<file path="config.mk">
export PLATFORM = sky130hd
export DESIGN_NAME = pacific_daylight_time_detect_unit
export DESIGN_NICKNAME = d
export VERILOG_FILES = /design/src/pdt_pkg.sv /design/src/pacific_daylight_time_detect_unit.sv /design/src/pdt_civil_date.sv
export SDC_FILE = /design/constraint.sdc
export NUM_CORES = 2
export LEC_CHECK = 0
export BUFFER_PORTS_ARGS = -buffer_cell sky130_fd_sc_hd__buf_4
export CORE_AREA = 2 2 343 345
export DETAILED_ROUTE_END_ITERATION = 10
export DIE_AREA = 0 0 345 347
export GPL_ROUTABILITY_DRIVEN = 0
export HOLD_SLACK_MARGIN = 0.12
export PLACE_DENSITY = 0.67
export SYNTH_ARGS = -nofsm -noshare
export SYNTH_HDL_FRONTEND = slang
export SYNTH_HIERARCHICAL = 1
export SYNTH_SLANG_ARGS = --single-unit
</file>
<file path="constraint.sdc">
create_clock -name aclk -period 19.2 [get_ports aclk]
set_input_delay 0 -clock aclk [delete_from_list [all_inputs] [get_ports aclk]]
set_output_delay 0 -clock aclk [all_outputs]
set_load 0.02 [all_outputs]
</file>
<file path="src/pdt_pkg.sv">
package pdt_pkg;

    localparam int unsigned CIVIL_STAGES = 8;

    localparam logic [25:0] RECIP_675  = 26'((64'd1 << 35) / 64'd675);
    localparam logic [18:0] RECIP_1460 = 19'((64'd1 << 29) / 64'd1460);
    localparam logic [18:0] RECIP_365  = 19'((64'd1 << 27) / 64'd365);
    localparam logic [16:0] RECIP_7    = 17'((64'd1 << 19) / 64'd7);

    localparam logic [9:0]  DAY_CHUNK   = 10'd675;
    localparam logic [19:0] EPOCH_SHIFT = 20'd719468;
    localparam logic [19:0] ERA5_BASE   = 20'd730485;
    localparam logic [19:0] ERA4_BASE   = 20'd584388;
    localparam logic [17:0] QUAD_DAYS   = 18'd1460;
    localparam logic [17:0] CENT_DAYS   = 18'd36524;
    localparam logic [17:0] ERA_LAST    = 18'd146096;
    localparam logic [17:0] YEAR_DAYS   = 18'd365;
    localparam logic [15:0] WEEKDAY_BIAS = 16'd5;
    localparam logic [15:0] WEEK_DAYS   = 16'd7;

    localparam logic [3:0]  MONTH_MARCH    = 4'd3;
    localparam logic [3:0]  MONTH_NOVEMBER = 4'd11;
    localparam logic [16:0] SPRING_SOD     = 17'd36000;
    localparam logic [16:0] FALL_SOD       = 17'd32400;

    typedef struct packed {
        logic [3:0] month;
        logic [4:0] mday;
    } date_t;

    // First day of each month in a year that starts in March.
    function automatic logic [8:0] month_start(input logic [3:0] mp);
        logic [8:0] start;
        case (mp)
            4'd0:    start = 9'd0;
            4'd1:    start = 9'd31;
            4'd2:    start = 9'd61;
            4'd3:    start = 9'd92;
            4'd4:    start = 9'd122;
            4'd5:    start = 9'd153;
            4'd6:    start = 9'd184;
            4'd7:    start = 9'd214;
            4'd8:    start = 9'd245;
            4'd9:    start = 9'd275;
            4'd10:   start = 9'd306;
            4'd11:   start = 9'd337;
            default: start = 9'd0;
        endcase
        return start;
    endfunction

endpackage

</file>
<file path="src/pacific_daylight_time_detect_unit.sv">
// Channel   Direction  Ports                              Word
// s_        in         s_valid s_ready s_utc_seconds       UTC seconds since 1970
// m_        out        m_valid m_ready m_daylight          Daylight time flag
//
// The pipeline has thirteen register stages, and one word is accepted in every
// cycle in which the output word is not held.
// The divider and calendar stages are each a single constant multiply or
// compare step.
// Reset is synchronous and active low, and it clears only the valid bits.
// When the output word is held, the whole pipeline stalls and s_ready drops.
module pacific_daylight_time_detect_unit (
    input  logic        aclk,
    input  logic        aresetn,
    input  logic        s_valid,
    output logic        s_ready,
    input  logic [31:0] s_utc_seconds,
    output logic        m_valid,
    input  logic        m_ready,
    output logic        m_daylight
);

    localparam int unsigned LAST = pdt_pkg::CIVIL_STAGES - 1;

    logic        adv;

    logic [50:0] p1;
    logic        valid1_reg;
    logic [15:0] qd1_reg;
    logic [31:0] secs1_reg;

    logic [25:0] rem2_full;
    logic [10:0] rem2;
    logic        ge2;
    logic [9:0]  r2;
    logic        valid2_reg;
    logic [15:0] days2_next, days2_reg;
    logic [16:0] sod2_next, sod2_reg;

    logic        valid_line_reg [pdt_pkg::CIVIL_STAGES];
    logic [15:0] days_line_reg  [pdt_pkg::CIVIL_STAGES];
    logic [16:0] sod_line_reg   [pdt_pkg::CIVIL_STAGES];
    pdt_pkg::date_t date;

    logic [15:0] x11_next, x11_reg;
    logic [32:0] p11;
    logic [12:0] q11_reg;
    logic        valid11_reg;
    pdt_pkg::date_t date11_reg;
    logic [16:0] sod11_reg;

    logic [15:0] r12;
    logic [2:0]  dow12_next, dow12_reg;
    logic        valid12_reg;
    pdt_pkg::date_t date12_reg;
    logic [16:0] sod12_reg;

    logic [3:0]  first_sunday;
    logic [4:0]  change;
    logic        daylight_next;
    logic        m_valid_reg;
    logic        m_daylight_reg;

    assign adv = !m_valid_reg || m_ready;
    assign s_ready = adv;
    assign m_valid = m_valid_reg;
    assign m_daylight = m_daylight_reg;

    assign p1 = 51'(s_utc_seconds[31:7]) * 51'(pdt_pkg::RECIP_675);

    always_comb begin
        rem2_full = 26'(secs1_reg[31:7]) - 26'(qd1_reg) * 26'(pdt_pkg::DAY_CHUNK);
        rem2 = rem2_full[10:0];
        ge2 = (rem2 >= 11'(pdt_pkg::DAY_CHUNK));
        r2 = ge2 ? 10'(rem2 - 11'(pdt_pkg::DAY_CHUNK)) : rem2[9:0];
        days2_next = qd1_reg + 16'(ge2);
        sod2_next = {r2, secs1_reg[6:0]};
    end

    pdt_civil_date u_civil (
        .aclk (aclk),
        .en   (adv),
        .days (days2_reg),
        .date (date)
    );

    always_comb begin
        x11_next = days_line_reg[LAST] + pdt_pkg::WEEKDAY_BIAS - 16'(date.mday);
        p11 = 33'(x11_next) * 33'(pdt_pkg::RECIP_7);
    end

    always_comb begin
        r12 = x11_reg - 16'(q11_reg) * pdt_pkg::WEEK_DAYS;
        dow12_next = (r12 >= pdt_pkg::WEEK_DAYS) ? 3'(r12 - pdt_pkg::WEEK_DAYS) : r12[2:0];
    end

    always_comb begin
        first_sunday = (dow12_reg == 3'd0) ? 4'd1 : 4'd8 - 4'(dow12_reg);
        if (date12_reg.month == pdt_pkg::MONTH_MARCH) begin
            change = 5'(first_sunday) + 5'd7;
        end else begin
            change = 5'(first_sunday);
        end
        if (date12_reg.month < pdt_pkg::MONTH_MARCH ||
            date12_reg.month > pdt_pkg::MONTH_NOVEMBER) begin
            daylight_next = 1'b0;
        end else if (date12_reg.month > pdt_pkg::MONTH_MARCH &&
                     date12_reg.month < pdt_pkg::MONTH_NOVEMBER) begin
            daylight_next = 1'b1;
        end else if (date12_reg.month == pdt_pkg::MONTH_MARCH) begin
            if (date12_reg.mday < change) begin
                daylight_next = 1'b0;
            end else if (date12_reg.mday > change) begin
                daylight_next = 1'b1;
            end else begin
                daylight_next = (sod12_reg >= pdt_pkg::SPRING_SOD);
            end
        end else begin
            if (date12_reg.mday < change) begin
                daylight_next = 1'b1;
            end else if (date12_reg.mday > change) begin
                daylight_next = 1'b0;
            end else begin
                daylight_next = (sod12_reg < pdt_pkg::FALL_SOD);
            end
        end
    end

    always_ff @(posedge aclk) begin
        if (!aresetn) begin
            valid1_reg  <= 1'b0;
            valid2_reg  <= 1'b0;
            valid11_reg <= 1'b0;
            valid12_reg <= 1'b0;
            m_valid_reg <= 1'b0;
            for (int i = 0; i < pdt_pkg::CIVIL_STAGES; i++) begin
                valid_line_reg[i] <= 1'b0;
            end
        end else if (adv) begin
            valid1_reg  <= s_valid;
            valid2_reg  <= valid1_reg;
            valid_line_reg[0] <= valid2_reg;
            for (int i = 1; i < pdt_pkg::CIVIL_STAGES; i++) begin
                valid_line_reg[i] <= valid_line_reg[i - 1];
            end
            valid11_reg <= valid_line_reg[LAST];
            valid12_reg <= valid11_reg;
            m_valid_reg <= valid12_reg;
        end
    end

    always_ff @(posedge aclk) begin
        if (adv) begin
            qd1_reg   <= p1[50:35];
            secs1_reg <= s_utc_seconds;
            days2_reg <= days2_next;
            sod2_reg  <= sod2_next;
            days_line_reg[0] <= days2_reg;
            sod_line_reg[0]  <= sod2_reg;
            for (int i = 1; i < pdt_pkg::CIVIL_STAGES; i++) begin
                days_line_reg[i] <= days_line_reg[i - 1];
                sod_line_reg[i]  <= sod_line_reg[i - 1];
            end
            x11_reg    <= x11_next;
            q11_reg    <= p11[31:19];
            date11_reg <= date;
            sod11_reg  <= sod_line_reg[LAST];
            dow12_reg  <= dow12_next;
            date12_reg <= date11_reg;
            sod12_reg  <= sod11_reg;
            m_daylight_reg <= daylight_next;
        end
    end

endmodule

</file>
<file path="src/pdt_civil_date.sv">
module pdt_civil_date (
    input  logic            aclk,
    input  logic            en,
    input  logic [15:0]     days,
    output pdt_pkg::date_t  date
);

    logic [19:0] z;
    logic [17:0] doe3_next, doe3_reg;

    logic [36:0] p4;
    logic [6:0]  a4_next, a4_reg;
    logic [2:0]  cent4_next, cent4_reg;
    logic        last4_next, last4_reg;
    logic [17:0] doe4_reg;

    logic [17:0] rem5;
    logic [6:0]  a5;
    logic [17:0] t5_next, t5_reg, doe5_reg;

    logic [36:0] p6;
    logic [8:0]  y6_next, y6_reg;
    logic [17:0] t6_reg, doe6_reg;

    logic [17:0] rem7;
    logic [8:0]  yoe7_next, yoe7_reg;
    logic [17:0] doe7_reg;

    logic [17:0] base8;
    logic [17:0] cent8;
    logic [8:0]  doy8_next, doy8_reg;

    logic [3:0]  mp9_next, mp9_reg;
    logic [8:0]  doy9_reg;

    pdt_pkg::date_t date_next, date_reg;

    always_comb begin
        z = 20'(days) + pdt_pkg::EPOCH_SHIFT;
        if (z >= pdt_pkg::ERA5_BASE) begin
            doe3_next = 18'(z - pdt_pkg::ERA5_BASE);
        end else begin
            doe3_next = 18'(z - pdt_pkg::ERA4_BASE);
        end
    end

    always_comb begin
        p4 = 37'(doe3_reg) * 37'(pdt_pkg::RECIP_1460);
        a4_next = p4[35:29];
        cent4_next = 3'(doe3_reg >= pdt_pkg::CENT_DAYS)
                   + 3'(doe3_reg >= 18'(2 * pdt_pkg::CENT_DAYS))
                   + 3'(doe3_reg >= 18'(3 * pdt_pkg::CENT_DAYS))
                   + 3'(doe3_reg >= pdt_pkg::ERA_LAST);
        last4_next = (doe3_reg == pdt_pkg::ERA_LAST);
    end

    always_comb begin
        rem5 = doe4_reg - 18'(a4_reg) * pdt_pkg::QUAD_DAYS;
        a5 = a4_reg + 7'(rem5 >= pdt_pkg::QUAD_DAYS);
        t5_next = doe4_reg - 18'(a5) + 18'(cent4_reg) - 18'(last4_reg);
    end

    always_comb begin
        p6 = 37'(t5_reg) * 37'(pdt_pkg::RECIP_365);
        y6_next = p6[35:27];
    end

    always_comb begin
        rem7 = t6_reg - 18'(y6_reg) * pdt_pkg::YEAR_DAYS;
        yoe7_next = y6_reg + 9'(rem7 >= pdt_pkg::YEAR_DAYS);
    end

    always_comb begin
        cent8 = 18'(yoe7_reg >= 9'd100) + 18'(yoe7_reg >= 9'd200) + 18'(yoe7_reg >= 9'd300);
        base8 = 18'(yoe7_reg) * pdt_pkg::YEAR_DAYS + 18'(yoe7_reg >> 2) - cent8;
        doy8_next = 9'(doe7_reg - base8);
    end

    always_comb begin
        mp9_next = 4'd0;
        for (int i = 1; i < 12; i++) begin
            mp9_next = mp9_next + 4'(doy8_reg >= pdt_pkg::month_start(4'(i)));
        end
    end

    always_comb begin
        date_next.mday = 5'(doy9_reg - pdt_pkg::month_start(mp9_reg) + 9'd1);
        if (mp9_reg < 4'd10) begin
            date_next.month = mp9_reg + 4'd3;
        end else begin
            date_next.month = mp9_reg - 4'd9;
        end
    end

    always_ff @(posedge aclk) begin
        if (en) begin
            doe3_reg  <= doe3_next;
            a4_reg    <= a4_next;
            cent4_reg <= cent4_next;
            last4_reg <= last4_next;
            doe4_reg  <= doe3_reg;
            t5_reg    <= t5_next;
            doe5_reg  <= doe4_reg;
            y6_reg    <= y6_next;
            t6_reg    <= t5_reg;
            doe6_reg  <= doe5_reg;
            yoe7_reg  <= yoe7_next;
            doe7_reg  <= doe6_reg;
            doy8_reg  <= doy8_next;
            mp9_reg   <= mp9_next;
            doy9_reg  <= doy8_reg;
            date_reg  <= date_next;
        end
    end

    assign date = date_reg;

endmodule

</file>
-- Word level (Yosys, flattened, before mapping)
Memory sizes are Yosys's and may differ from the RTL's. A register that Yosys moved wholly into a read port is not among the register bits.
Index checks and enable logic that the tools add are counted.
- add/sub/neg operators: 41
- $mul: 9
- magnitude comparators: 32
- equal/unequal tests: 2
- multiplexer cells: 26
- bitwise operators: 8
- reduce and logical (&&, ||, !) cells: 6
- operator list (cell ; number):
    $mul A18 B19 Y36 const B ; 2
    $mul A25 B24 Y49 const B ; 1
    $ge A9 B8 Y1 const B ; 5
    $add A4 B1 Y4 ; 9
    $ge A18 B17 Y1 const B ; 2
    $ge A9 B9 Y1 const B ; 4
    $sub A18 B18 Y18 ; 2
    $mul A16 B16 Y31 const B ; 1
    $ge A9 B7 Y1 const B ; 3
    $add A16 B20 Y20 const B ; 1
    $ge A20 B20 Y1 const B ; 1
    $mux W1 ; 19
    $add A18 B3 Y18 ; 1
    $add A9 B1 Y9 ; 2
    $eq A18 B18 Y1 const B ; 1
    $ge A18 B11 Y1 const B ; 1
    $ge A18 B16 Y1 const B ; 1
    $ge A18 B18 Y1 const B ; 1
    $ge A18 B9 Y1 const B ; 1
    $mul A9 B9 Y18 const B ; 1
    $mux W18 ; 1
    $sub A18 B1 Y18 ; 1
    $sub A18 B16 Y18 const B ; 1
    $sub A18 B18 Y18 const B ; 1
    other kinds (45) ; 61
- bits in registers: 294
- bits in writable memories: 272
- ROM bits: 144
- bits of input ports: 36
- output and inout port bits: 3
- logic and storage cells: 162
- memories kept: 4
- memories (name ; depth ; width ; rd ports ; clocked after Yosys merged registers in ; wr ports ; line ; RTL):
    (no name shown) ; 16 ; 9 ; 1 ; 1 ; 0 ; pdt_pkg.sv:34 ; case (mp)
    sod_line_reg ; 8 ; 17 ; 8 ; 1 ; 8 ; pacific_daylight_time_detect_unit.sv:41 ; logic [16:0] sod_line_reg [pdt_pkg::CIVIL_STAGES];
    days_line_reg ; 8 ; 16 ; 8 ; 0 ; 8 ; pacific_daylight_time_detect_unit.sv:40 ; logic [15:0] days_line_reg [pdt_pkg::CIVIL_STAGES];
    valid_line_reg ; 8 ; 1 ; 8 ; 1 ; 8 ; pacific_daylight_time_detect_unit.sv:39 ; logic valid_line_reg [pdt_pkg::CIVIL_STAGES];

-- Longest topological paths before layout
- depth after elaboration: 12
- gate-level depth with buffers: 41
- gate-level depth less buffers: 41

-- Modules after synthesis
The synthesis kept the hierarchy.
- modules (own cells, without submodules) (module ; times used ; cells an instance ; area each (um^2) ; sequential area each (um^2)):
    pacific_daylight_time_detect_unit ; 1 ; 2158 ; 27587.7 ; 11340.9
    pdt_civil_date ; 1 ; 2286 ; 24171.9 ; 4754.6

-- Least setup slack after synthesis
OpenSTA, ideal clock, no wires.
- path type: register to register
- start: register m_valid_reg (netlist: m_valid)
- end: register (tool-made name)
- arrival: 16580 ps
- data required time: 19083 ps
- setup slack: 2503 ps
- stages on the path, launching flop included: 10
- buffers on the path: 2
- cell sequence: dfxtp_1 > nor2b_1 > inv_1 > clkbuf_1 > clkbuf_1 > mux2i_1 > ha_1 > nor2_1 > a21oi_1 > a22o_1
- RTL lines (item ; line ; RTL):
    from (decl) ; pacific_daylight_time_detect_unit.sv:60 ; logic m_valid_reg;
    from (signal assigned) ; pacific_daylight_time_detect_unit.sv:147 ; m_valid_reg <= valid12_reg;

-- Worst setup path after layout
- start: register u_civil.a4_reg[1]
- end: register u_civil.t5_reg[16] (data pin)
- word-level cells in the longest chain between the ends: 7
- RTL lines (item ; line ; RTL):
    from (decl) ; pdt_civil_date.sv:12 ; logic [6:0] a4_next, a4_reg;
    from (signal assigned) ; pdt_civil_date.sv:98 ; a4_reg <= a4_next;
    $mul A7 B9 Y16 ; pdt_civil_date.sv:58 ; rem5 = doe4_reg - 18'(a4_reg) * pdt_pkg::QUAD_DAYS;
    $sub A18 B18 Y18 ; pdt_civil_date.sv:58 ;
    $ge A18 B11 Y1 ; pdt_civil_date.sv:59 ; a5 = a4_reg + 7'(rem5 >= pdt_pkg::QUAD_DAYS);
    $add A7 B1 Y7 (*) ; pdt_civil_date.sv:59 ;
    $sub A18 B7 Y18 (*) ; pdt_civil_date.sv:60 ; t5_next = doe4_reg - 18'(a5) + 18'(cent4_reg) - 18'(last4_reg);
    $add A18 B3 Y18 (*) ; pdt_civil_date.sv:60 ;
    $sub A18 B1 Y18 (*) ; pdt_civil_date.sv:60 ;
    net u_civil.t5_next[16] ; pdt_civil_date.sv:19 ; logic [17:0] t5_next, t5_reg, doe5_reg;
    to (signal assigned) ; pdt_civil_date.sv:102 ; t5_reg <= t5_next;
    to (decl) ; pdt_civil_date.sv:19 ;
Mark *: on every way through the listed nets, which the timed path passes. The rest lies on a longest branch.
A chain may end at the register's enable or synchronous reset.

==> run metrics <==
num ports 39; # fillers 10302; Worst Hold Path EP qd1_reg[15]$_DFFE_PN_; most frequent CP cell ha_1; max reg flops 128; top cell type by total area after synthesis edfxtp_1; skew final 0.0620 ns; hpwl dp 78700 µm; total grt overflow 0; Worst Hold Depth 5; Multi-input gate area 31800 µm²; cts bufs inserted 55; most frequent cells after synthesis inv_1 (1001), ha_1 (1000), fa_1 (536); area grow syn2layout 8.09%; Antenna diodes 0; Max-slew headroom 0.349; min-delay src s_utc_seconds[31]; Post-Synthesis Mean Instance Area ~12 µm²; setup ws final 9.91 ns; total die area 120000 µm²; Syn Std Cell Area 51800 µm²; largest cells by area after synthesis edfxtp_1 (31%), ha_1 (24%), fa_1 (21%); vias in the first global route ~32000; count of buffers from port buffering 34; Worst setup SP type flop; Crit Path Class flop to flop; worst path bufs/invs 4; reg2reg end u_civil/t5_reg[16]$_DFFE_PP_; Least-Margin Pin Slew 0.970 ns; # nets final 6123; starting density of the core 0.447; CTS tree yes; largest net degree at the start of global routing 178; count of final max-slew check failures 0; EDFF count, synth around 530; row cnt 125; fin crit share 0.484; Req. time, crit path 19.55 ns; synthesized instance count ~4400; drt drc 0; vias per cell 5.02; critical path capture point type flop; largest stage delay on the critical path 0.54 ns; Slowest-stage cell, CP edfxtp_1; gr usage total 0.166; Final Hold Viols 0; Max-cap violations 0; RSZ-0062 raised after global routing false; drt wl/cell 15.7 µm; first-pass GRT wire length 163000 µm; chip width 345 µm; share of cells above drive strength 1 0.0396; Yosys reg bits about 540; worst-path fanout max 6; cell family with most CP delay adder cells; clk buf depth 3; Synth top area share 0.305; Core Area 116000 µm²; worst path arrival time 9.64 ns; Detail Route Antenna Nets 0; Yosys Warn Count 6; Post-Route WL 96000 µm; worst reg2reg startpoint u_civil/a4_reg[1]$_DFFE_PP_; setup TNS 0 ns; FF-to-FF path depth 40; clk sinks 541; height of the chip 347 µm; post-CTS setup buffers 0; 1st-iter DRT viols 1501; Final setup violation count 0; Initial DRT Pass Iterations 5; pre-CTS setup slack 10.0 ns; ys async rst share 0; Seq/Total Area, Yosys 0.311; outcome finished clean; CP Launch Point u_civil/a4_reg[1]$_DFFE_PP_; Skew-Pair Late Insertion Delay about 0.63 ns; Reg clk slew, reported paths 0.06 ns; setup slack, reg-to-reg 9.91 ns; Top FF cell, synth edfxtp_1; Max Clock Freq between 100 and 150 MHz; initial antenna violation count 0; worst hold path class input pin to flop; register area 16100 µm²; Post-Syn Nets between 6000 and 7000; routed via count slightly above 30000; Yosys cell types 92; H-tree Lvls 2; crit path time final 9.29 ns; clk root buf clkbuf_16; most common cell in the netlist inv_1
what timing repair did:
item                       in CTS  in global routing
hold buffers                   22                  0
resized for setup               0                  0
hold endpoints to repair       30                  0
setup endpoints to repair       0                  0
worst max-delay path by stage:
stage	to	slack [ns]	cells after the start
3_5_place_dp	u_civil/t5_reg[16]$_DFFE_PP_	10.0	40
4_1_cts	u_civil/t5_reg[16]$_DFFE_PP_	9.93	40
5_1_grt	u_civil/t5_reg[16]$_DFFE_PP_	9.22	40
3_3_place_gp	u_civil/t5_reg[16]$_DFFE_PP_	10.00	40
6_report	u_civil/t5_reg[16]$_DFFE_PP_	9.91	40
2_1_floorplan	flop	2.50	9
through the flow:
step | utilization | instance area [µm²] | hold WS, ns | instances
6_report | 0.483 | 55900 | 0.212 | 6118
5_1_grt | 0.483 | 55900 | 0.245 | 6118
4_1_cts | 0.483 | 55900 | 0.176 | 6118
3_5_place_dp | 0.466 | 53900 | 0.179 | 5996
3_3_place_gp | 0.466 | 53900 | 0.178 | 5996
2_1_floorplan | - | 51800 | 0.0989 | 4444
layer usage:
| metal | vias to the layer above | track usage | share of wire |
|---|---|---|---|
| met5 | - | 0 | 0 |
| met2 | 411 | 0.282 | 0.48 |
| li1 | 15194 | - | - |
| met4 | 0 | 0.0449 | 0.026 |
| met3 | 132 | 0.0166 | 0.031 |
| met1 | 14969 | 0.228 | 0.46 |
worst min-delay path: stages:
cell,delay (ns)
buf_4,0.17
ha_1,0.19
xnor2_1,0.13
xnor2_1,0.08
xnor2_1,0.14
cells by family (layout without fill, tap and decap cells):
kind of cell / after synthesis / count (layout) / share of synthesized area
adders and majority gates: 1536 / 1536 / 0.449
muxes: 21 / 21 / 0.00428
AOI/OAI and AO/OA: 521 / 521 / 0.0664
DFF: 541 / 541 / 0.311
and+or+nand+nor: 597 / 597 / 0.0590
buffers and inverters: 1014 / 1164 / 0.0739
xor gates and xnor gates: 214 / 214 / 0.0365
cell usage in the layout, fill, tap and decap left out, types with 9 or more instances in the layout:
cell type	n
a31oi_1	18
a21o_1	56
nand3_1	68
o21a_1	33
a21boi_0	16
and3_1	14
a21oi_1	146
inv_1	1000
nor3_1	58
a211oi_1	11
nand2b_1	24
xnor2_1	151
mux2i_1	15
nor2b_1	31
or3_1	24
nor2_1	120
o211ai_1	17
nand2_1	136
o21ai_1	19
dfxtp_1	15
clkinv_2	10
and2_1	18
clkbuf_16	55
ha_1	1000
fa_1	536
buf_4	40
edfxtp_1	526
o31ai_1	9
nand4_1	28
xor2_1	61
o21bai_1	11
nor4_1	11
or2_2	23
dlygate4sd3_1	22
o21ai_0	89
layout make-up:
type	count	share of cell area
Clock buffer	64	0.0256
Clock inverter	36	0.00658
Inverter	1001	0.0673
Multi-Input combinational cell	2889	0.569
Sequential cell	541	0.288
Tap cell	1524	0.0341
Timing Repair Buffer	63	0.00966
Power is left out: the tool's default activity adds up to more than one toggle a clock period on the data nets, which glitch-free logic cannot reach.
